`config.mk`:
```
export PLATFORM = sky130hd
export DESIGN_NAME = flm_div
export DESIGN_NICKNAME = d
export VERILOG_FILES = /design/src/design/flm_pkg.sv /design/src/design/flm_div.sv
export SDC_FILE = /design/constraint.sdc
export NUM_CORES = 1
export LEC_CHECK = 0
export CAP_MARGIN = 20
export CORE_ASPECT_RATIO = 1.1
export CORE_MARGIN = 1
export CORE_UTILIZATION = 30
export DETAILED_ROUTE_END_ITERATION = 8
export DONT_BUFFER_PORTS = 1
export PLACE_DENSITY_LB_ADDON = 0.2
export SYNTH_ARGS = -nofsm -noshare
export SYNTH_HDL_FRONTEND = slang
export SYNTH_SLANG_ARGS = --single-unit
```
`constraint.sdc`:
```
create_clock -name clk_i -period 2.2 [get_ports clk_i]
set_clock_uncertainty 0.15 [all_clocks]
set_input_delay 0.22 -clock clk_i [delete_from_list [all_inputs] [get_ports clk_i]]
set_output_delay 0.22 -clock clk_i [all_outputs]
set_load 0.005 [all_outputs]
```
`src/design/flm_pkg.sv`:
```
// Shared constants, types and codes for the frame latency monitor.
package flm_pkg;

  localparam int unsigned HIST_DEPTH  = 256;
  localparam int unsigned HIST_AW     = $clog2(HIST_DEPTH);
  localparam int unsigned CNT_W       = $clog2(HIST_DEPTH + 1);
  localparam int unsigned TIME_W      = 20;
  localparam int unsigned START_W     = 48;
  localparam int unsigned SUM_W       = TIME_W + HIST_AW;
  localparam int unsigned DIP_W       = 32;
  localparam int unsigned WORST_DEPTH = 8;
  localparam int unsigned WIDX_W      = 3;
  localparam int unsigned WCNT_W      = 4;
  localparam int unsigned DIV_CNT_W   = $clog2(SUM_W + 1);
  localparam logic [TIME_W-1:0] THRESH_RST = 20'd33334;

  typedef enum logic [1:0] {
    OP_FRAME     = 2'd0,
    OP_READ      = 2'd1,
    OP_CLR_WORST = 2'd2,
    OP_CLR_ALL   = 2'd3
  } op_e;

  typedef enum logic [2:0] {
    S_IDLE,
    S_RDOLD,
    S_UPD,
    S_SCAN,
    S_OUT
  } state_e;

  typedef struct packed {
    logic               vld;
    logic [TIME_W-1:0]  ftime;
    logic [START_W-1:0] fstart;
  } entry_t;

  typedef struct packed {
    logic               ins;
    logic               clr;
    logic [TIME_W-1:0]  ftime;
    logic [START_W-1:0] fstart;
  } cell_ctl_t;

endpackage

```
`src/design/flm_div.sv`:
```
// Restoring divider, one quotient bit per cycle, for the window average.
module flm_div (
  input  logic                        clk_i,
  input  logic                        rst_ni,
  input  logic                        start_i,
  input  logic [flm_pkg::SUM_W-1:0]   dividend_i,
  input  logic [flm_pkg::CNT_W-1:0]   divisor_i,
  output logic [flm_pkg::TIME_W-1:0]  quot_o,
  output logic                        done_o
);

  logic                           busy_q;
  logic [flm_pkg::DIV_CNT_W-1:0]  cnt_q;
  logic [flm_pkg::SUM_W-1:0]      quo_q;
  logic [flm_pkg::CNT_W-1:0]      rem_q;
  logic [flm_pkg::CNT_W-1:0]      dvs_q;
  logic [flm_pkg::CNT_W:0]        shifted, trial;

  assign shifted = {rem_q, quo_q[flm_pkg::SUM_W-1]};
  assign trial   = shifted - {1'b0, dvs_q};

  always_ff @(posedge clk_i or negedge rst_ni) begin
    if (!rst_ni) begin
      busy_q <= 1'b0;
      cnt_q  <= '0;
    end else if (start_i) begin
      busy_q <= 1'b1;
      cnt_q  <= flm_pkg::DIV_CNT_W'(flm_pkg::SUM_W);
    end else if (busy_q) begin
      cnt_q  <= cnt_q - 1'b1;
      busy_q <= (cnt_q != flm_pkg::DIV_CNT_W'(1));
    end
  end

  always_ff @(posedge clk_i) begin
    if (start_i) begin
      quo_q <= dividend_i;
      rem_q <= '0;
      dvs_q <= divisor_i;
    end else if (busy_q) begin
      if (!trial[flm_pkg::CNT_W]) begin
        rem_q <= trial[flm_pkg::CNT_W-1:0];
        quo_q <= {quo_q[flm_pkg::SUM_W-2:0], 1'b1};
      end else begin
        rem_q <= shifted[flm_pkg::CNT_W-1:0];
        quo_q <= {quo_q[flm_pkg::SUM_W-2:0], 1'b0};
      end
    end
  end

  assign quot_o = quo_q[flm_pkg::TIME_W-1:0];
  assign done_o = !busy_q;

endmodule

```
== Word-level counts from Yosys, hierarchy flattened ==
Index checks and enable logic that the tools add are counted.

* Add/subtract/negate cells: 2
* Equality and inequality tests: 1
* Muxes and demuxes: 8
* Reduce and logical (&&, ||, !) cells: 2

{| class="wikitable"
|+ Operator list
! operator !! count
|-
| 28-bit two-way mux || 2
|-
| 5-bit two-way mux || 2
|-
| 10-bit by 9-bit subtractor with 10-bit output || 1
|-
| 9-bit two-way mux || 1
|-
| 5-bit by 1-bit != test with 1-bit output, second input constant || 1
|-
| 5-bit by 1-bit subtractor with 5-bit output, second input constant || 1
|-
| 1-bit two-way mux || 3
|-
| 2-bit nonzero test || 1
|-
| 1-bit zero test || 1
|}

* Register bits after elaboration: 52
* Input port bits: 40
* Output and inout port bits: 21

== Depth between registers and ports, before layout ==
Gate-level depths: netlist (run 1).

* Depth after elaboration: 4
* Gate-level depth with buffers: 9
* Mapped depth without buffers: 9

== Worst setup path before layout (run 1) ==
Ideal clock, no wire load.

* Path kind: register -> register
* Start: register dvs_q[4] (netlist bit)
* End: register quo_q[0] (netlist bit) (data pin)
* Library setup time: 0.271 ns
* Data arrival time: 1.823 ns
* Required time: 1.779 ns
* Setup slack: -0.044 ns
* Stages on the path, launching flop included: 9
* Buffers on the path: 0
* Clock period less this slack: 2.244 ns
* Path through: edfxtp_1 > inv_1 > ha_1 > a21o_1 > a31o_1 > o21a_4 > or3_4 > nand3_2 > o21ai_0

* Longest elaborated chain between the ends: 4

{| class="wikitable"
|+ RTL lines
! what !! RTL line !! text
|-
| start: declaration || flm_div.sv:16 || <nowiki>logic [flm_pkg::CNT_W-1:0] dvs_q;</nowiki>
|-
| start signal: assignment || flm_div.sv:39 || <nowiki>dvs_q <= divisor_i;</nowiki>
|-
| 10-bit by 9-bit subtractor with 10-bit output || flm_div.sv:20 || <nowiki>assign trial = shifted - {1'b0, dvs_q};</nowiki>
|-
| 1-bit two-way mux || flm_div.sv:41 || <nowiki>if (!trial[flm_pkg::CNT_W]) begin</nowiki>
|-
| 28-bit two-way mux || flm_div.sv:40 || <nowiki>end else if (busy_q) begin</nowiki>
|-
| 28-bit two-way mux || flm_div.sv:36 || <nowiki>if (start_i) begin</nowiki>
|-
| end signal: assignment || flm_div.sv:37 || <nowiki>quo_q <= dividend_i;</nowiki>
|-
| end signal: assignment || flm_div.sv:43 || <nowiki>quo_q <= {quo_q[flm_pkg::SUM_W-2:0], 1'b1};</nowiki>
|-
| end signal: assignment || flm_div.sv:46 || <nowiki>quo_q <= {quo_q[flm_pkg::SUM_W-2:0], 1'b0};</nowiki>
|-
| end: declaration || flm_div.sv:14 || <nowiki>logic [flm_pkg::SUM_W-1:0] quo_q;</nowiki>
|}

No other way between the ends. The select of a mux whose other input is x is not followed.
A chain may end at the register's enable or synchronous reset.

== Final worst setup path (run 1) ==
* Start: register dvs_q[1] (netlist bit)
* End: register quo_q[0] (netlist bit) (data pin)

The elaborated chain is that of the path after synthesis.

==> key figures, run 1 <==
STA
  • Fin. max-slew vios: 0
  • Smallest setup slack after layout: -71.3 ps
  • Final min period: 2270 ps
  • Highest attainable clock frequency: 0.440 GHz
  • Hold Slack: 5.12 ps
  • Pin slew with the least headroom to its limit: 463 ps
  • Worst slew margin: 0.688
  • Setup repair after global routing missed its margin: true
  • Total count of hold-check failures in the final report: 0
  • Finish-stage setup viols: 9
  • Share of the clock period used by the worst path after layout: 1.03

Placement
  • Placed cell count: 346
  • Gpl congestion: 0.814
  • Cell Area, Placed: 3000 um^2
  • PortBufs: 0
  • DP HPWL: 4120 um

Run status
  • Violated checks: setup timing
  • Result of the run: finished with violations

Drt
  • Per-cell routed wire length: 16.0 um
  • Pre-antenna DRT Iters: 4
  • Total number of vias: 1994
  • Iteration-0 DRC Markers: 86
  • Avg Vias per Cell: 4.92
  • Remaining routing DRC violations: 0
  • Drt total wl: 6470 um
  • Remaining number of nets flagged by the antenna check after routing: 0

Global routing
  • Layer carrying the most global-route usage: met2
  • Final global-route overflow total: 0
  • Maximum number of pins on one net before global-route repair: 34
  • GR Layer Usage met2: 0.232
  • Met3 Use GR: 0.0402
  • Grt met1 use: 0.170
  • Total GRT Usage: 0.137
  • Number of global-route vias before repair: 2148
  • Antenna violations before repair: 0
  • First-pass GRT wire length: 10500 um

Critical path
  • Nature of the critical path startpoint: flip-flop
  • Arrival time of the worst setup path: 2200 ps
  • Critical setup path kind: flip-flop to flip-flop
  • Reg-to-reg startpoint: dvs_q[1]
  • Max stage delay cell, worst path: sky130_fd_sc_hd__edfxtp_1
  • Largest delay share family, worst path: simple AND/OR/NAND/NOR gates
  • Cell depth of the worst flop-to-flop path: 8
  • Worst path required time: 2130 ps
  • Max Fanout on Critical Path: 6
  • Crit path cell chain: inv_1 > ha_1 > nor2b_4 > o2111a_2 > o21a_4 > or3_4 > nand3_4 > o21ai_2
  • Worst reg-to-reg setup slack: -70 ps
  • Largest stage delay on the critical path: 390 ps
  • R2R Path End: quo_q[0]
  • Number of buffers and inverters on the critical path: 1
  • Crit path capture type: flip-flop

Yosys
  • Post-synth top area share: 0.390
  • Number of synthesized register bits: 52
  • Portion of the post-synthesis area used by sequential elements: 0.505
  • Post-synth cell types: 52
  • Ranking of synthesized cells by area: sky130_fd_sc_hd__edfxtp_1 (39%), sky130_fd_sc_hd__mux2_2 (11%), sky130_fd_sc_hd__dfxtp_1 (6.3%), sky130_fd_sc_hd__buf_4 (5.3%), sky130_fd_sc_hd__dfrtp_1 (5.3%)
  • Most used standard cell by instance count after synthesis: sky130_fd_sc_hd__edfxtp_1
  • Cell area after technology mapping: 2850 um^2
  • Async S/R FF share, synth: 0.115
  • Cell type contributing the most total cell area after synthesis: sky130_fd_sc_hd__edfxtp_1
  • Number of instances in the synthesized netlist: 235
  • Most used flip-flop cell after synthesis: sky130_fd_sc_hd__edfxtp_1
  • Number of synthesized flops with an enable pin: 37
  • Post-synth top cells: sky130_fd_sc_hd__edfxtp_1 (37), sky130_fd_sc_hd__mux2_2 (27), sky130_fd_sc_hd__buf_4 (20)
  • Yosys warnings: 0
  • Average footprint of a synthesized cell: 12.1 um^2
  • Synth Net Count: 287

Layout
  • Synth-to-Final Area Change: 28.6%
  • Finished Core Util: 0.405
  • Final instance area: 3670 um^2
  • Net count, final: 342
  • Total of fill cells in the finished design: 868
  • Number of diodes: 0
  • Layout cells sized above 1: 0.285
  • Final Instance Count excl. Fillers: 405

CTS
  • Bufs on Longest Clock Path: 2
  • Sinks on the clock net: 52
  • H-tree lvl count: 2
  • Number of buffers added by the clock tree synthesis step: 5
  • CTS Root Buffer Type: sky130_fd_sc_hd__clkbuf_8
  • Clock-pin slew of the registers on the worst-case setup and hold paths: 110 ps
  • Later-pin clock latency in the skew report: 310 ps
  • TritonCTS clock tree: done

Floorplan
  • Number of rows in the core area: 36
  • Die Width: 95.0 um
  • Die boundary height: 104 um
  • Area of the die: 9900 um^2
  • Placeable core region: 9050 um^2
  • Top-level I/O count: 61
  • Initial cell density of the core: 0.315

Power
  • Pwr dens: 905 nW/um^2
  • Maximum vdd drop: 414 uV
  • Leakage dissipation: 0.00142 uW

Hold path
  • Worst Min Path Start: start_i
  • Class of the tightest hold or removal check: input pin to flip-flop
  • Number of stages on the worst hold path: 2
  • Hold endpoint: cnt_q[4]

Job
  • Max_cap viols: 0
==> cell type report <==
type | count | area [um^2] | area share
clock inverter | 3 | 21.3 | 0.00580
tap | 114 | 143 | 0.0389
sequential | 52 | 1440 | 0.393
timing repair buffer | 73 | 682 | 0.186
clock buffer | 5 | 68.8 | 0.0188
multi-input combinational | 140 | 1240 | 0.339
inverter | 18 | 67.6 | 0.0184
==> flip-flops by register name, summed over array words and instances, names as in the netlist <==
name / cells
cnt_q: 5
quo_q: 28
dvs_q: 9
busy_q: 1
rem_q: 9
==> what timing repair did <==
| item | 4_1_cts | 5_1_grt |
|---|---|---|
| pin swaps | 7 | 11 |
| buffers inserted | 4 | 0 |
| resized for setup | 14 | 8 |
| setup endpoints to repair | 7 | 10 |
| endpoints found under the hold margin | 56 | 0 |
| hold buffers | 48 | 0 |
==> through the flow <==
| stage | power, uW | setup TNS, ps | setup WS, ps |
|---|---|---|---|
| after global routing | 3540 | -1190 | -153 |
| after detailed placement | 2510 | -316 | -115 |
| after CTS | 3320 | -340 | -72.2 |
| after floorplan | 2180 | -5.23 | -5.23 |
| final | 3320 | -257 | -71.3 |
| after global placement | 2520 | -328 | -101 |
==> layer usage <==
layer	vias to the layer above	wire length [um]
met3	6	385
met5	-	0
met2	58	3140
met1	967	2880
li1	963	-
met4	0	59
==> layout by cell type (no fill, tap or decap), types with 6 or more instances in the layout <==
cell type                       count
sky130_fd_sc_hd__o21ai_0            7
sky130_fd_sc_hd__dlygate4sd3_1     47
sky130_fd_sc_hd__ha_1               8
sky130_fd_sc_hd__dfrtp_1            6
sky130_fd_sc_hd__mux2_2            27
sky130_fd_sc_hd__nor2_1            11
sky130_fd_sc_hd__inv_1             15
sky130_fd_sc_hd__nand2_1           11
sky130_fd_sc_hd__o311ai_1           7
sky130_fd_sc_hd__dfxtp_1            9
sky130_fd_sc_hd__buf_4             24
sky130_fd_sc_hd__edfxtp_1          37
==> kinds of logic (layout without fill, tap and decap cells) <==
| family | after synthesis | after routing | share of synthesized area |
|---|---|---|---|
| flip-flops | 52 | 52 | 0.505 |
| AND/OR/NAND/NOR | 51 | 51 | 0.103 |
| buffers and inverters | 43 | 99 | 0.0882 |
| AO/OA/AOI/OAI | 40 | 40 | 0.110 |
| multiplexers | 29 | 29 | 0.114 |
| adder cells (fa/ha/maj) | 12 | 12 | 0.0553 |
| XOR/XNOR | 8 | 8 | 0.0246 |
==> power by group <==
| group | switching (uW) | total, uW | leakage [uW] | internal (uW) |
|---|---|---|---|---|
| registers | 133 | 1350 | 0.000522 | 1220 |
| logic | 638 | 1380 | 0.000851 | 740 |
| clock network | 355 | 585 | 0.0000466 | 230 |
==> worst register-to-register path, cell delays in order (launching register included) <==
cell and delay [ps]:
sky130_fd_sc_hd__edfxtp_1 390, sky130_fd_sc_hd__inv_1 70, sky130_fd_sc_hd__ha_1 220, sky130_fd_sc_hd__nor2b_4 130, sky130_fd_sc_hd__o2111a_2 290, sky130_fd_sc_hd__o21a_4 240
sky130_fd_sc_hd__or3_4 370, sky130_fd_sc_hd__nand3_4 120, sky130_fd_sc_hd__o21ai_2 70
==> worst max path at each step <==
stage	startpoint	to	slack (ps)	depth (start not counted)
global route	dvs_q[1]	rem_q[4]	-150	9
CTS	dvs_q[1]	rem_q[3]	-70	10
detailed placement	dvs_q[1]	rem_q[2]	-120	9
global placement	dvs_q[1]	quo_q[0]	-100	8
floorplan	dvs_q[1]	quo_q[0]	-5	8
finish	dvs_q[1]	quo_q[0]	-70	8
(Power assumes the default switching activity.)
==> run 2: changes to the inputs <==
--- a/config.mk
+++ b/config.mk
@@ -15,3 +15,4 @@
 export SYNTH_ARGS = -nofsm -noshare
 export SYNTH_HDL_FRONTEND = slang
 export SYNTH_SLANG_ARGS = --single-unit
+export TNS_END_PERCENT = 10
==> run 2 against run 1 <==
Against the previous run: the run still ends with setup timing left; final area is 3.5% lower; combinational power is 8% lower; power is 3.7% lower; critical endpoint unchanged; largest cell class unchanged.
==> key figures, run 2 (same netlist as run 1, synthesis figures left out) <==
Run status
  • Result of the run: finished with violations
  • Violated checks: setup timing

Drt
  • Pre-antenna DRT Iters: 4
  • Per-cell routed wire length: 15.9 um
  • Drt total wl: 6280 um
  • Total number of vias: 1957
  • Avg Vias per Cell: 4.94
  • Remaining routing DRC violations: 0
  • Remaining number of nets flagged by the antenna check after routing: 0
  • Iteration-0 DRC Markers: 61

Critical path
  • Crit path cell chain: inv_1 > ha_1 > nor2b_4 > o2111a_2 > o21a_4 > or3_4 > nand3_4 > o21ai_1
  • Number of buffers and inverters on the critical path: 1
  • Worst reg-to-reg setup slack: -90 ps
  • Crit path launch: dvs_q[1]
  • Largest stage delay on the critical path: 390 ps
  • Crit path capture type: flip-flop
  • Max Fanout on Critical Path: 6
  • Reg-to-reg startpoint: dvs_q[1]
  • Worst path required time: 2120 ps
  • Nature of the critical path startpoint: flip-flop
  • Arrival time of the worst setup path: 2210 ps
  • Largest delay share family, worst path: simple AND/OR/NAND/NOR gates
  • Critical setup path kind: flip-flop to flip-flop
  • Max stage delay cell, worst path: sky130_fd_sc_hd__edfxtp_1

Power
  • Pwr dens: 903 nW/um^2
  • Leakage dissipation: 0.00138 uW
  • Portion of total power attributed to the clock network: 0.182
  • Switching share of total power: 0.337
  • Share of power burned in registers: 0.421
  • Internal power of the cells: 2120 uW
  • Net switching power of the design: 1080 uW
  • Logic pwr share: 0.397
  • Maximum vdd drop: 384 uV

Floorplan
  • Number of rows in the core area: 36
  • Die Width: 95.0 um
  • Initial cell density of the core: 0.315
  • Die boundary height: 104 um
  • Area of the die: 9900 um^2
  • Placeable core region: 9050 um^2
  • Top-level I/O count: 61

CTS
  • CTS Root Buffer Type: sky130_fd_sc_hd__clkbuf_8
  • Later-pin clock latency in the skew report: 310 ps
  • H-tree lvl count: 2
  • TritonCTS clock tree: done
  • Sinks on the clock net: 52
  • Clock-pin slew of the registers on the worst-case setup and hold paths: 110 ps
  • Number of buffers added by the clock tree synthesis step: 5
  • Bufs on Longest Clock Path: 2

STA
  • Highest attainable clock frequency: 0.437 GHz
  • Hold Slack: 66.1 ps
  • Fin. max-slew vios: 0
  • Finish-stage setup viols: 9
  • Worst slew margin: 0.593
  • Setup repair after global routing missed its margin: true
  • Total count of hold-check failures in the final report: 0
  • Final min period: 2290 ps
  • Smallest setup slack after layout: -89.0 ps
  • Setup TNS Final: -269 ps
  • Pin slew with the least headroom to its limit: 609 ps
  • Share of the clock period used by the worst path after layout: 1.04

Layout
  • Max FFs per register: 28
  • Final instance area: 3540 um^2
  • Top register by number of flip-flops: quo_q
  • Number of diodes: 0
  • Net count, final: 333
  • Layout cells sized above 1: 0.259
  • Total of fill cells in the finished design: 878
  • Synth-to-Final Area Change: 24.0%
  • Finished Core Util: 0.391
  • Registers with the most flip-flops: quo_q: 28 flops, dvs_q: 9 flops, rem_q: 9 flops
  • Commonest non-fill, non-tap cell in the layout: sky130_fd_sc_hd__dlygate4sd3_1
  • Commonest cells after routing, fill and taps aside: sky130_fd_sc_hd__dlygate4sd3_1 (40), sky130_fd_sc_hd__edfxtp_1 (37), sky130_fd_sc_hd__mux2_2 (27)

Global routing
  • Antenna violations before repair: 0
  • Maximum number of pins on one net before global-route repair: 40
  • Number of global-route vias before repair: 2050
  • First-pass GRT wire length: 10300 um
  • Final global-route overflow total: 0
  • Total GRT Usage: 0.136

Placement
  • PortBufs: 0
  • Gpl congestion: 0.814
  • DP HPWL: 4120 um
  • Cell Area, Placed: 3000 um^2
  • Pre-CTS setup slack: -115 ps

Job
  • Max_cap viols: 0

Hold path
  • Class of the tightest hold or removal check: input pin to async pin
-- run 2: cell types whose count changed in the layout (fill, tap and decap cells not counted), moves of 2 or more --
cell | before | now
sky130_fd_sc_hd__buf_4 | 24 | 22
sky130_fd_sc_hd__dlygate4sd3_1 | 47 | 40
sky130_fd_sc_hd__ha_1 | 8 | 10
sky130_fd_sc_hd__ha_4 | 3 | 1
sky130_fd_sc_hd__inv_1 | 15 | 17
sky130_fd_sc_hd__inv_2 | 2 | 0
sky130_fd_sc_hd__o311ai_0 | 0 | 3
sky130_fd_sc_hd__o311ai_1 | 7 | 4
-- run 2: layout make-up --
| cell class | count | area (um^2) | share of cell area |
|---|---|---|---|
| clock buffers | 5 | 68.8 | 0.0195 |
| well taps | 114 | 143 | 0.0403 |
| multi-input cells | 140 | 1200 | 0.339 |
| inverters | 18 | 67.6 | 0.0191 |
| clock inverters | 3 | 21.3 | 0.00601 |
| repair buffers | 64 | 597 | 0.169 |
| flip-flops and latches | 52 | 1440 | 0.407 |
-- run 2: timing repair --
action                                 4_1_cts  5_1_grt
setup endpoints to repair                    7       10
pin swaps                                    5        7
hold buffers                                40        1
buffers inserted                             2        0
resized for setup                            6        3
endpoints found under the hold margin       56        1
-- run 2: worst reg2reg max path, delay by kind of cell (launching register included) --
kind	cells	cell delay, ps
fa+ha+maj	1	220
compound gates	3	610
simple gates	3	610
buf+inv	1	70
flops	1	390
-- run 2: power groups by stage --
stage	combinational (uW)	clock (uW)	sequential, uW
2_1_floorplan	853	0	1320
3_3_place_gp	1160	0	1370
3_5_place_dp	1150	0	1360
4_1_cts	1270	604	1350
5_1_grt	1410	639	1370
6_report	1270	583	1340
-- run 2: through the flow --
step           std cells  power [uW]
4_1_cts              396        3230
3_5_place_dp         346        2510
3_3_place_gp         346        2520
6_report             396        3190
5_1_grt              396        3420
2_1_floorplan        235        2180
-- run 2: worst paths after layout --
| kind | depth (start not counted) | to |
|---|---|---|
| hold / removal | 1 | cnt_q[4] |
| setup reg to reg | 8 | quo_q[0] |
| hold reg to reg | 2 | rem_q[6] |
| min in group clk_i | 2 | rem_q[3] |
| setup / recovery | 8 | quo_q[0] |
| max in group asynchronous | 1 | cnt_q[3] |
-- run 2: routing by layer --
metal | vias up | GRT usage | share of wire
met3 | 4 | 0.0395 | 0.056
met1 | 945 | 0.176 | 0.47
met4 | 0 | 0.0325 | 0.0061
met2 | 53 | 0.220 | 0.47
met5 | - | 0 | 0
li1 | 955 | - | -
