[src/design/flm_pkg.sv]
// Shared constants, types and codes for the frame latency monitor.
package flm_pkg;

  localparam int unsigned HIST_DEPTH  = 256;
  localparam int unsigned HIST_AW     = $clog2(HIST_DEPTH);
  localparam int unsigned CNT_W       = $clog2(HIST_DEPTH + 1);
  localparam int unsigned TIME_W      = 20;
  localparam int unsigned START_W     = 48;
  localparam int unsigned SUM_W       = TIME_W + HIST_AW;
  localparam int unsigned DIP_W       = 32;
  localparam int unsigned WORST_DEPTH = 8;
  localparam int unsigned WIDX_W      = 3;
  localparam int unsigned WCNT_W      = 4;
  localparam int unsigned DIV_CNT_W   = $clog2(SUM_W + 1);
  localparam logic [TIME_W-1:0] THRESH_RST = 20'd33334;

  typedef enum logic [1:0] {
    OP_FRAME     = 2'd0,
    OP_READ      = 2'd1,
    OP_CLR_WORST = 2'd2,
    OP_CLR_ALL   = 2'd3
  } op_e;

  typedef enum logic [2:0] {
    S_IDLE,
    S_RDOLD,
    S_UPD,
    S_SCAN,
    S_OUT
  } state_e;

  typedef struct packed {
    logic               vld;
    logic [TIME_W-1:0]  ftime;
    logic [START_W-1:0] fstart;
  } entry_t;

  typedef struct packed {
    logic               ins;
    logic               clr;
    logic [TIME_W-1:0]  ftime;
    logic [START_W-1:0] fstart;
  } cell_ctl_t;

endpackage

[src/design/flm_cell.sv]
// One slot of the sorted worst list; takes a new word or its neighbor's on insert.
module flm_cell (
  input  logic               clk_i,
  input  logic               rst_ni,
  input  flm_pkg::cell_ctl_t ctl_i,
  input  flm_pkg::entry_t    prev_i,
  output flm_pkg::entry_t    ent_o
);

  logic                        vld_q;
  logic [flm_pkg::TIME_W-1:0]  time_q;
  logic [flm_pkg::START_W-1:0] start_q;
  logic keep, take_new;

  assign keep     = vld_q && (time_q >= ctl_i.ftime);
  assign take_new = prev_i.vld && (prev_i.ftime >= ctl_i.ftime);

  always_ff @(posedge clk_i or negedge rst_ni) begin
    if (!rst_ni) begin
      vld_q <= 1'b0;
    end else if (ctl_i.clr) begin
      vld_q <= 1'b0;
    end else if (ctl_i.ins && !keep && prev_i.vld) begin
      vld_q <= 1'b1;
    end
  end

  always_ff @(posedge clk_i) begin
    if (ctl_i.ins && !keep) begin
      if (take_new) begin
        time_q  <= ctl_i.ftime;
        start_q <= ctl_i.fstart;
      end else if (prev_i.vld) begin
        time_q  <= prev_i.ftime;
        start_q <= prev_i.fstart;
      end
    end
  end

  assign ent_o = '{vld: vld_q, ftime: time_q, fstart: start_q};

endmodule

[config.mk]
export PLATFORM = sky130hd
export DESIGN_NAME = flm_cell
export DESIGN_NICKNAME = d
export VERILOG_FILES = /design/src/design/flm_pkg.sv /design/src/design/flm_cell.sv
export SDC_FILE = /design/constraint.sdc
export NUM_CORES = 1
export LEC_CHECK = 0
export ABC_AREA = 1
export ABC_CLOCK_PERIOD_IN_PS = 4900
export BUFFER_PORTS_ARGS = -buffer_cell sky130_fd_sc_hd__buf_2
export CAP_MARGIN = 20
export CORE_MARGIN = 3
export CORE_UTILIZATION = 42
export DETAILED_ROUTE_END_ITERATION = 8
export GPL_ROUTABILITY_DRIVEN = 0
export PLACE_DENSITY = 0.78
export SYNTH_ARGS = -nofsm -noshare
export SYNTH_HDL_FRONTEND = slang
export SYNTH_SLANG_ARGS = --single-unit
[constraint.sdc]
create_clock -name clk_i -period 4.9 [get_ports clk_i]
set_clock_uncertainty 0.2 [all_clocks]
set_input_delay 0.245 -clock clk_i [delete_from_list [all_inputs] [get_ports clk_i]]
set_output_delay 0.245 -clock clk_i [all_outputs]
set_load 0.005 [all_outputs]
**Word level (Yosys, flattened, before mapping)**

Cells that the tools add are included.

- Register bits: 69
- Input port bits: 141
- Logic and storage cells: 19

- Magnitude comparators: 2
- Multiplexer cells: 6
- Reduce and logical (&&, ||, !) cells: 8

Operators by type and width:

| cell | count |
|---|---|
| 48-bit 2-to-1 mux | 2 |
| 20-bit greater-or-equal comparator | 2 |
| 20-bit 2-to-1 mux | 2 |
| 1-bit logical AND | 4 |
| 2-bit nonzero test | 2 |
| 1-bit 2-to-1 mux | 2 |
| 2-bit AND reduction | 1 |
| 1-bit zero test | 1 |

**Longest topological paths before layout**

Gate-level depths: netlist (run 1).

- Depth in word-level cells: 7
- Gate-level depth with buffers: 15

**Worst setup path before layout (run 1)**

Ideal clock, no wire load.

- Path type: register -> register
- From: register time_q[9] (netlist bit)
- To: register start_q[0] (netlist bit), enable pin
- Library setup time: 516 ps
- Arrival time: 4,448 ps
- Required time: 4,184 ps
- Slack: -265 ps
- Cell stages (with the launch flop): 8
- Buffers on the path: 0
- Clock period less this slack: 5,165 ps
- Path through: edfxtp_1 ha_1 a21o_1 a21oi_1 nand2_1 nand2_1 nand4_1 a21oi_1

- Cells in the longest elaborated chain, start to end: 5

RTL lines:

| what | RTL line | source |
|---|---|---|
| start, declared | flm_cell.sv:11 | `logic [flm_pkg::TIME_W-1:0] time_q;` |
| start signal, assigned | flm_cell.sv:31 | `time_q <= ctl_i.ftime;` |
| start signal, assigned | flm_cell.sv:34 | `time_q <= prev_i.ftime;` |
| 20-bit greater-or-equal comparator | flm_cell.sv:15 | `assign keep = vld_q && (time_q >= ctl_i.ftime);` |
| 1-bit logical AND | flm_cell.sv:15 |  |
| 1-bit zero test | flm_cell.sv:29 | `if (ctl_i.ins && !keep) begin` |
| 1-bit logical AND | flm_cell.sv:29 |  |
| 2-bit AND reduction (no source line) | - |  |
| end signal, assigned | flm_cell.sv:32 | `start_q <= ctl_i.fstart;` |
| end signal, assigned | flm_cell.sv:35 | `start_q <= prev_i.fstart;` |
| end, declared | flm_cell.sv:12 | `logic [flm_pkg::START_W-1:0] start_q;` |

Every way passes these cells.
A chain may end at the register's enable or synchronous reset.

**Final worst setup path (run 1)**

- From: input port prev_i[57] (netlist bit)
- To: register start_q[6] (netlist bit) (data pin)

- Cells in the longest elaborated chain, start to end: 3

RTL lines:

| what | RTL line | source |
|---|---|---|
| start, declared | flm_cell.sv:6 | `input flm_pkg::entry_t prev_i,` |
| 20-bit greater-or-equal comparator | flm_cell.sv:16 | `assign take_new = prev_i.vld && (prev_i.ftime >= ctl_i.ftime);` |
| 1-bit logical AND | flm_cell.sv:16 |  |
| 48-bit 2-to-1 mux | flm_cell.sv:30 | `if (take_new) begin` |

Every way passes these cells.

==> results of run 1 <==
-- cell type report --
class	count	area, um^2
fillers	750	3260
flip-flops and latches	69	2070
multi-input cells	346	1810
repair buffers	281	1780
well taps	129	161
inverters	38	143
clock buffers	9	124
clock inverters	7	73.8
-- worst max-delay path by stage --
stage	endpoint	cells past startpoint	slack (ns)	start
2_1_floorplan	start_q[0]$_DFFE_PP_	7	1.11	time_q[9]$_DFFE_PP_
3_3_place_gp	time_q[12]$_DFFE_PP_	9	1.96	ctl_i[65]
3_5_place_dp	time_q[11]$_DFFE_PP_	9	1.91	time_q[14]$_DFFE_PP_
4_1_cts	start_q[6]$_DFFE_PP_	14	1.56	prev_i[58]
5_1_grt	start_q[6]$_DFFE_PP_	14	1.31	prev_i[66]
6_report	start_q[6]$_DFFE_PP_	14	1.51	prev_i[57]
-- metrics by stage --
step                      area, um^2  setup WS (ns)  power [mW]  utilization [%]
after global placement          5260           1.96        1.03             55.9
final                           6160           1.51        1.54             65.4
after detailed placement        5280           1.91        1.04             56.1
after floorplan                 4130           1.11       0.901                -
after global routing            6160           1.31        1.63             65.4
after CTS                       6160           1.56        1.55             65.4
-- flip-flops by register name, summed over array words and instances (netlist names) --
signal	count
start_q	48
time_q	20
vld_q	1
-- layer usage --
metal | wire, um | track usage [%] | up-vias | share of wire (%)
met1 | 5090 | 27.8 | 2038 | 38
li1 | - | - | 2118 | -
met5 | 0 | 0 | - | 0
met4 | 446 | 9.65 | 0 | 3.4
met3 | 839 | 4.63 | 37 | 6.3
met2 | 6910 | 43.2 | 214 | 52
-- what timing repair did --
item	in CTS	in global routing
setup buffers	0	0
endpoints found under the hold margin	63	0
endpoints found under the setup margin	0	0
hold buffers	68	0
-- cell usage after synthesis --
cell type / count
a21o_1: 3
o21ai_0: 2
clkbuf_1: 8
clkinv_1: 1
nand4_1: 1
ha_1: 40
buf_6: 2
o21bai_1: 1
buf_2: 8
dfrtp_1: 1
nor2_2: 1
nor2_1: 15
nand4_2: 1
nand2_2: 1
a21oi_1: 16
buf_4: 5
nand2_1: 197
nand3_1: 68
edfxtp_1: 68
inv_1: 37
-- layout by cell type (no fill, tap or decap), drive strengths merged, types with 9 or more instances in the layout --
| cell | synthesis | routed |
|---|---|---|
| edfxtp | 68 | 68 |
| nand3 | 68 | 68 |
| nand2 | 198 | 198 |
| inv | 37 | 38 |
| nor2 | 16 | 16 |
| ha | 40 | 40 |
| dlygate4sd3 | 0 | 68 |
| clkbuf | 8 | 9 |
| buf | 15 | 213 |
| a21oi | 16 | 16 |
-- tightest hold or removal path, stage by stage --
cell	delay, ns
buf_2	0.10
nand2_1	0.05
nand2_1	0.05
-- cell families after synthesis --
family                     after synthesis  share of synthesized area [%]
and+or+nand+nor                        284                           28.3
DFF                                     69                           50.1
buffers and inverters                   61                           6.61
adders and majority gates               40                           12.1
AOI/OAI and AO/OA                       22                           2.91
-- power groups by stage --
| stage | sequential (mW) | clock (mW) | combinational [mW] |
|---|---|---|---|
| floorplan | 0.730 | 0 | 0.171 |
| global placement | 0.723 | 0 | 0.303 |
| detailed placement | 0.725 | 0 | 0.318 |
| CTS | 0.712 | 0.478 | 0.363 |
| global route | 0.716 | 0.505 | 0.411 |
| finish | 0.712 | 0.466 | 0.365 |
==> results.sh, run 1 <==
export IMPL_initial_core_util_pct=43.8
export IMPL_port_buffers=209
export IMPL_finalMaxSlewViolations=0
export IMPL_p_comb_share_pct=23.7
export IMPL_holdPathStages=3
export IMPL_route_vias_total=4407
export IMPL_path_delay_family="buffers and inverters"
export IMPL_worst_setup_path_type="primary input to flip-flop"
export IMPL_areaGrowthSynthToFinish_pct=49.2
export IMPL_synth_cell_types=20
export IMPL_dieHeight_um=105
export IMPL_syn_cell_area_um2=4130
export IMPL_ys_seq_area_share_pct=50.1
export IMPL_antenna_found_initial=0
export IMPL_viasPerCell=5.01
export IMPL_io_pins=210
export IMPL_htree_levels=3
export IMPL_ys_top_cells_by_area="edfxtp_1, nand2_1, ha_1"
export IMPL_critPathLaunchType="primary input"
export IMPL_layout_cells_non_filler=879
export IMPL_grt_ovfl_total=0
export IMPL_dp_hpwl_um=9350
export IMPL_required_ns=4.78
export IMPL_syn_inst=476
export IMPL_synth_top_area_share_pct=49.5
export IMPL_ctsResizeCount=0
export IMPL_tightest_slew_ns=0.976
export IMPL_cp_data_arrival_time_ns=3.28
export IMPL_endpoint_kind="flip-flop"
export IMPL_ant_nets=0
export IMPL_clock_tree_buffer_depth=2
export IMPL_root_buffer="clkbuf_8"
export IMPL_yosysWarnings=0
export IMPL_crit_fanout=35
export IMPL_leakagePower_nw=3.19
export IMPL_vdd_drop_max_mv=0.125
export IMPL_drv_cap=0
export IMPL_hold_path_class="primary input to flip-flop"
export IMPL_coreArea_um2=9420
export IMPL_drt_total_wl_um=13300
export IMPL_setup_tns_ns=0
export IMPL_grt_pass1_wl_um=21200
export IMPL_cts_clk_slew_worst_paths_ns=0.07
export IMPL_first_global_vias=4454
export IMPL_timing_rr_end="time_q[16]$_DFFE_PP_"
export IMPL_dieArea_um2=11100
export IMPL_synth_top_area_cell="edfxtp_1"
export IMPL_hold_viol_final=0
export IMPL_worst_hold_path_endpoint="time_q[19]$_DFFE_PP_"
export IMPL_p_seq_share_pct=46.1
export IMPL_fmax_mhz=295
export IMPL_worst_r2r_path_depth=9
export IMPL_cts_buffers=9
export IMPL_finalCritPeriodShare_pct=69.3
export IMPL_cts_tree="done"
export IMPL_p_clk_share_pct=30.2
export IMPL_setup_violations=0
export IMPL_synth_seq_cells=69
export IMPL_drt_wirelength_per_cell_um=15.1
export IMPL_rows=35
export IMPL_r2r_slack_ns=1.93
export IMPL_relSlewSlack_pct=34.8
export IMPL_rsz0062_at_grt="false"
export IMPL_placed_cells=795
export IMPL_min_from="prev_i[67]"
export IMPL_grt_start_max_net_pins=69
export IMPL_grtUsageTotal_pct=24.0
export IMPL_cpMostUsedCell="nand2_1"
export IMPL_fin_nets=926
export IMPL_internal_power_mw=1.10
export IMPL_dieWidth_um=105
export IMPL_fin_crit_ns=3.39
export IMPL_switchingPower_uw=441
export IMPL_critical_path_max_stage_delay_ns=0.55
export IMPL_cts_sinks=69
export IMPL_p_per_area_nw_per_um2=251
export IMPL_syn_nets=657
export IMPL_drt_pass1_iter_count=5
export IMPL_swShare_pct=28.6
export IMPL_clkLatencyLatePin_ns=0.34
export IMPL_hold_ws_ns=0.0117
export IMPL_drtIter0Drc=311
export IMPL_crit_path_top_delay_cell="dlygate4sd3_1"
export IMPL_path_buf_inv=4
export IMPL_syn_area_per_cell_um2=8.67
export IMPL_status="finished, final reports clean"
export IMPL_timing_critical_path_cells="dlygate4sd3_1 > buf_2 > ha_1 > nand2_1 > nor2_1 > nand2_1 > nor2_1 > nand2_1 > nand4_4 > nand2_2 > buf_12 > nand2_1 > nand2_1 > dlygate4sd3_1"
export IMPL_drive_gt1_share_pct=30.9
export IMPL_r2r_start="time_q[15]$_DFFE_PP_"
export IMPL_antenna_diode_count=0
export IMPL_drc=0
Power figures use the tool's default switching activity.
==> run 2: changes to the inputs <==
Settings changed: ABC_AREA 1 to 0, ABC_CLOCK_PERIOD_IN_PS 4900 to 2800, CORE_UTILIZATION 42 to 43, PLACE_DENSITY 0.78 to 0.77.
Clock period 4.9 ns to 2.8 ns, I/O delays scaled along.
==> results.sh, run 2 <==
export IMPL_critical_path_max_stage_delay_ns=0.52
export IMPL_cts_clk_slew_worst_paths_ns=0.07
export IMPL_rows=37
export IMPL_dieHeight_um=110
export IMPL_synth_top_area_share_pct=44.3
export IMPL_clock_tree_buffer_depth=2
export IMPL_layout_cells_non_filler=921
export IMPL_fin_nets=961
export IMPL_drc=0
export IMPL_port_buffers=209
export IMPL_root_buffer="clkbuf_8"
export IMPL_areaGrowthSynthToFinish_pct=64.0
export IMPL_required_ns=2.68
export IMPL_layout_commonest_cell="buf_2"
export IMPL_grt_ovfl_total=0
export IMPL_status="finished, final reports clean"
export IMPL_syn_inst=439
export IMPL_ys_seq_area_share_pct=44.8
export IMPL_reg_largest_list="start_q: 48 flops, time_q: 20 flops, vld_q: 1 flops"
export IMPL_grtUsageTotal_pct=26.9
export IMPL_synth_common_cells="edfxtp_1, nand3_1, o21ai_0"
export IMPL_cts_tree="done"
export IMPL_finalMaxSlewViolations=0
export IMPL_tightest_slew_ns=0.553
export IMPL_drt_pass1_iter_count=6
export IMPL_cts_sinks=69
export IMPL_route_vias_total=5287
export IMPL_io_pins=210
export IMPL_worst_r2r_path_depth=8
export IMPL_largest_reg_flops=48
export IMPL_worst_setup_path_type="primary input to flip-flop"
export IMPL_syn_nets=620
export IMPL_drt_total_wl_um=17600
export IMPL_vdd_drop_max_mv=0.285
export IMPL_cp_depth=9
export IMPL_drt_wirelength_per_cell_um=19.1
export IMPL_fmax_mhz=368
export IMPL_leakagePower_nw=3.44
export IMPL_yosys_area_share_simple_pct=12.1
export IMPL_synth_seq_cells=69
export IMPL_drive_gt1_share_pct=33.9
export IMPL_synth_compound_area_share_pct=21.3
export IMPL_cp_data_arrival_time_ns=2.60
export IMPL_synth_xor_area_share_pct=0
export IMPL_top_layer_used="met4"
export IMPL_syn_cell_area_um2=4610
export IMPL_synth_ff_type="edfxtp_1"
export IMPL_htree_levels=3
export IMPL_timing_critical_path_cells="dlygate4sd3_1 > buf_2 > inv_1 > ha_1 > o211ai_1 > o31a_1 > o311a_2 > buf_12 > a221o_1"
export IMPL_syn_area_per_cell_um2=10.5
export IMPL_path_delay_family="compound AO/OA/AOI/OAI gates"
export IMPL_synth_most_common_cell="edfxtp_1"
export IMPL_hold_viol_final=0
export IMPL_synth_edff_count=68
export IMPL_ys_async_sr_fraction_pct=1.45
export IMPL_ant_nets=0
export IMPL_max_flop_register="start_q"
export IMPL_synth_adder_area_share_pct=10.8
export IMPL_holdPathStages=2
export IMPL_placed_cells=761
export IMPL_p_per_area_nw_per_um2=399
export IMPL_synth_top_area_cell="edfxtp_1"
export IMPL_rsz0062_at_grt="false"
export IMPL_ys_top_cells_by_area="edfxtp_1, a221o_1, ha_1"
export IMPL_endpoint_kind="flip-flop"
export IMPL_finalCritPeriodShare_pct=97.0
export IMPL_drtIter0Drc=418
export IMPL_wl_met1_um=6280
export IMPL_fin_crit_ns=2.72
export IMPL_setup_ws_ns=0.0830
export IMPL_setup_violations=0
export IMPL_dp_hpwl_um=9940
export IMPL_cts_buffers=9
export IMPL_final_cell_mix="buf_2, dlygate4sd3_1, edfxtp_1"
export IMPL_clkLatencyLatePin_ns=0.34
export IMPL_initial_core_util_pct=44.5
export IMPL_synth_cell_types=36
export IMPL_route_met3_wl_um=1380
export IMPL_critPathLaunchType="primary input"
export IMPL_grt_start_max_net_pins=53
export IMPL_coreArea_um2=10400
export IMPL_yosysWarnings=0
export IMPL_crit_fanout=49
export IMPL_relSlewSlack_pct=63.1
export IMPL_path_buf_inv=4
export IMPL_first_global_vias=5329
export IMPL_drv_cap=0
export IMPL_viasPerCell=5.74
export IMPL_post_place_ws_ns=0.0412
export IMPL_synthMuxAreaShare_pct=5.45
export IMPL_synth_top_family_by_area="compound AO/OA/AOI/OAI gates"
export IMPL_antenna_diode_count=0
export IMPL_antenna_found_initial=0
export IMPL_wl_met2_um=9250
export IMPL_dieArea_um2=12000
export IMPL_dieWidth_um=110
export IMPL_hold_path_class="primary input to flip-flop"
export IMPL_grt_pass1_wl_um=25200
export IMPL_crit_path_top_delay_cell="dlygate4sd3_1"
run 2: changes by cell type after synthesis, moves of 7 or more:
cell	delta
a221o_1	+51
mux2_4	+10
buf_1	+7
nand2_1	-146
inv_1	-15
nor2_1	-13
o21ai_0	+50
mux2_2	+9
nand3_1	-15
run 2: timing repair:
action,4_1_cts,5_1_grt
hold endpoints to repair,70,0
hold buffers,140,0
setup endpoints to repair,0,68
setup buffers,0,2
gates resized for setup,0,8
run 2: final timing paths:
kind / startpoint / endpoint / slack [ns]
setup / recovery: ctl_i[53] / start_q[47]$_DFFE_PP_ / 0.08
hold / removal: ctl_i[60] / time_q[12]$_DFFE_PP_ / 0.08
setup reg to reg: time_q[2]$_DFFE_PP_ / time_q[18]$_DFFE_PP_ / 0.27
hold reg to reg: vld_q$_DFFE_PN0P_ / start_q[28]$_DFFE_PP_ / 0.86
max in group asynchronous: rst_ni / vld_q$_DFFE_PN0P_ / 1.86
min in group asynchronous: rst_ni / vld_q$_DFFE_PN0P_ / 0.44
run 2: logic make-up after synthesis:
kind of cell,Yosys count
compound gates,133
simple gates,121
flops,69
buf+inv,57
fa+ha+maj,40
mux,19
run 2: layer usage:
| layer | global-route usage, % | vias up |
|---|---|---|
| met4 | 14.2 | 0 |
| li1 | - | 2404 |
| met2 | 50.1 | 351 |
| met1 | 29.3 | 2461 |
| met3 | 3.76 | 71 |
| met5 | 0 | - |
run 2: cell type report:
type,count,area (um^2)
clock buffers,12,135
clock inverters,4,48.8
fillers,736,2810
inverters,22,82.6
multi-input cells,313,2350
flip-flops and latches,69,2070
well taps,136,170
repair buffers,365,2720
run 2: stage by stage:
stage	power (mW)	setup TNS [ns]	utilization (%)	hold WS (ns)	area, um^2
after floorplan	1.69	-53.85	-	-0.356	4640
after global routing	3.13	0	72.9	0.0955	7560
after CTS	2.94	0	71.7	0.0471	7440
final	3.02	0	72.9	0.0819	7560
after global placement	1.96	0	56.4	-0.285	5850
after detailed placement	1.99	0	56.4	-0.285	5850
run 2: worst register-to-register path, stage by stage, from the launching register on:
cell       delay (ns)
edfxtp_1         0.42
ha_1             0.29
o21a_1           0.16
o21ai_1          0.11
a21oi_1          0.07
o2111ai_1        0.24
a2111oi_2        0.13
nor3_4           0.23
buf_4            0.34
run 2: power by group:
part | internal (mW) | leakage [nW] | total [mW] | switching (mW)
combinational | 0.513 | 2.70 | 0.953 | 0.440
clock | 0.412 | 0.0943 | 0.803 | 0.392
sequential | 1.24 | 0.644 | 1.26 | 0.0246
total | 2.16 | 3.44 | 3.02 | 0.856
==> run 3: changes to the inputs <==
Settings changed: ABC_AREA 0 to 1, CORE_UTILIZATION 43 to 42, PLACE_DENSITY 0.77 to 0.78.
==> results.sh, run 3 (synthesized netlist as in run 1, its figures left out) <==
export IMPL_coreArea_um2=9420
export IMPL_setup_violations=0
export IMPL_endpoint_kind="flip-flop"
export IMPL_io_pins=210
export IMPL_internal_power_mw=2.17
export IMPL_reg_largest_list="start_q: 48 flops, time_q: 20 flops, vld_q: 1 flops"
export IMPL_rsz0062_at_grt="true"
export IMPL_drt_pass1_iter_count=5
export IMPL_rows=35
export IMPL_root_buffer="clkbuf_8"
export IMPL_drv_cap=0
export IMPL_wl_met2_um=7940
export IMPL_cts_setup_buffers=0
export IMPL_route_vias_total=4931
export IMPL_clock_tree_buffer_depth=2
export IMPL_post_place_ws_ns=0.382
export IMPL_cts_buffers=9
export IMPL_p_total_mw=3.00
export IMPL_layout_cells_non_filler=958
export IMPL_largest_reg_flops=48
export IMPL_critPathLaunchType="primary input"
export IMPL_p_clk_share_pct=30.0
export IMPL_swShare_pct=27.7
export IMPL_drtIter0Drc=380
export IMPL_switchingPower_uw=832
export IMPL_multiInputGateArea_um2=1840
export IMPL_hold_path_class="primary input to flip-flop"
export IMPL_hold_viol_final=0
export IMPL_placed_cells=799
export IMPL_initial_core_util_pct=43.8
export IMPL_cts_tree="done"
export IMPL_vdd_drop_max_mv=0.296
export IMPL_fin_nets=1004
export IMPL_p_per_area_nw_per_um2=424
export IMPL_p_seq_share_pct=41.5
export IMPL_final_util_pct=75.2
export IMPL_fill_cells=570
export IMPL_fmax_mhz=365
export IMPL_grt_pass1_wl_um=24300
export IMPL_grt_start_max_net_pins=52
export IMPL_port_buffers=209
export IMPL_dp_hpwl_um=9330
export IMPL_worst_setup_path_type="primary input to flip-flop"
export IMPL_cts_clk_slew_worst_paths_ns=0.08
export IMPL_required_ns=2.69
export IMPL_route_met3_wl_um=1410
export IMPL_layout_commonest_cell="buf_2"
export IMPL_wl_met1_um=5670
export IMPL_first_global_vias=5057
export IMPL_grt_ovfl_total=0
export IMPL_top_layer_used="met5"
export IMPL_dieWidth_um=105
export IMPL_tightest_slew_ns=0.437
export IMPL_crit_fanout=25
export IMPL_drive_gt1_share_pct=30.1
export IMPL_cp_data_arrival_time_ns=2.64
export IMPL_setup_ws_ns=0.0586
export IMPL_fin_crit_ns=2.74
export IMPL_finalMaxSlewViolations=0
export IMPL_dieHeight_um=105
export IMPL_status="finished, final reports clean"
export IMPL_drt_wirelength_per_cell_um=16.4
export IMPL_final_cell_mix="buf_2, nand2_1, dlygate4sd3_1"
export IMPL_clkLatencyLatePin_ns=0.34
export IMPL_r2r_slack_ns=0.32
export IMPL_dieArea_um2=11100
export IMPL_drt_total_wl_um=15700
export IMPL_htree_levels=3
export IMPL_cts_sinks=69
export IMPL_p_comb_share_pct=28.6
export IMPL_grtUsageTotal_pct=27.6
export IMPL_ant_nets=0
export IMPL_drc=0
export IMPL_areaGrowthSynthToFinish_pct=71.5
export IMPL_max_flop_register="start_q"
export IMPL_finalCritPeriodShare_pct=97.9
export IMPL_antenna_found_initial=3
export IMPL_regArea_um2=2070
export IMPL_viasPerCell=5.15
export IMPL_relSlewSlack_pct=70.9
export IMPL_leakagePower_nw=3.73
## run 3: cell types whose count changed in the layout (fill, tap and decap cells not counted), moves of 6 or more
cell / change
nand3_1: +15
dlymetal6s4s_1: +15
a21oi_1: +6
nor2_1: +12
mux2_2: -9
nand2_2: +10
a221o_1: -50
mux2_4: -10
nand2_1: +136
dlygate4sd3_1: -15
inv_1: +15
o21ai_0: -47
## run 3: routing by layer
| metal | global-route usage (%) | up-vias |
|---|---|---|
| met1 | 29.8 | 2272 |
| met2 | 49.2 | 320 |
| li1 | - | 2276 |
| met5 | 0 | - |
| met3 | 7.04 | 61 |
| met4 | 15.0 | 2 |
## run 3: repair_timing
action,in CTS,in global routing
resized for setup,0,37
endpoints found under the setup margin,0,58
hold buffers,140,0
hold endpoints to repair,70,0
## run 3: final cells by class
class,count,area share [%]
diodes,2,0.0707
clock buffers,9,1.75
clock inverters,6,1.25
inverters,38,2.01
multi-input cells,346,26.0
flip-flops and latches,69,29.2
well taps,129,2.28
repair buffers,359,37.4
## run 3: worst paths after layout
check,startpoint,to,cells past startpoint
worst max-delay path,prev_i[48],start_q[28]$_DFFE_PP_,15
worst min-delay path,ctl_i[7],start_q[7]$_DFFE_PP_,4
worst max register to register,time_q[17]$_DFFE_PP_,start_q[5]$_DFFE_PP_,7
worst min register to register,vld_q$_DFFE_PN0P_,time_q[12]$_DFFE_PP_,1
max in group asynchronous,rst_ni,vld_q$_DFFE_PN0P_,3
min in group asynchronous,rst_ni,vld_q$_DFFE_PN0P_,3
## run 3: worst max-delay path: stages
cell	delay, ns
dlygate4sd3_1	0.51
buf_2	0.11
inv_1	0.04
ha_1	0.26
nand2_1	0.04
nor2_1	0.11
nand2_1	0.08
nor2_1	0.08
nand2_1	0.09
nand4_4	0.14
nand2_4	0.11
clkbuf_16	0.21
nand2_1	0.08
nand2_1	0.06
dlygate4sd3_1	0.56
## run 3: metrics by stage
step                      hold WS [ns]  TNS, ns  cell area [um^2]
final                           0.0881        0              7080
after global routing             0.102   -0.178              7080
after CTS                        0.109        0              6920
after detailed placement        -0.281        0              5310
after global placement          -0.286        0              5310
after floorplan                 -0.356   -13.25              4140
## run 3: power groups by stage
| stage | clock [mW] | combinational, mW | sequential [mW] |
|---|---|---|---|
| 4_1_cts | 0.911 | 0.770 | 1.24 |
| 2_1_floorplan | 0 | 0.301 | 1.28 |
| 3_3_place_gp | 0 | 0.535 | 1.26 |
| 6_report | 0.899 | 0.857 | 1.25 |
| 3_5_place_dp | 0 | 0.557 | 1.27 |
| 5_1_grt | 0.956 | 0.933 | 1.25 |
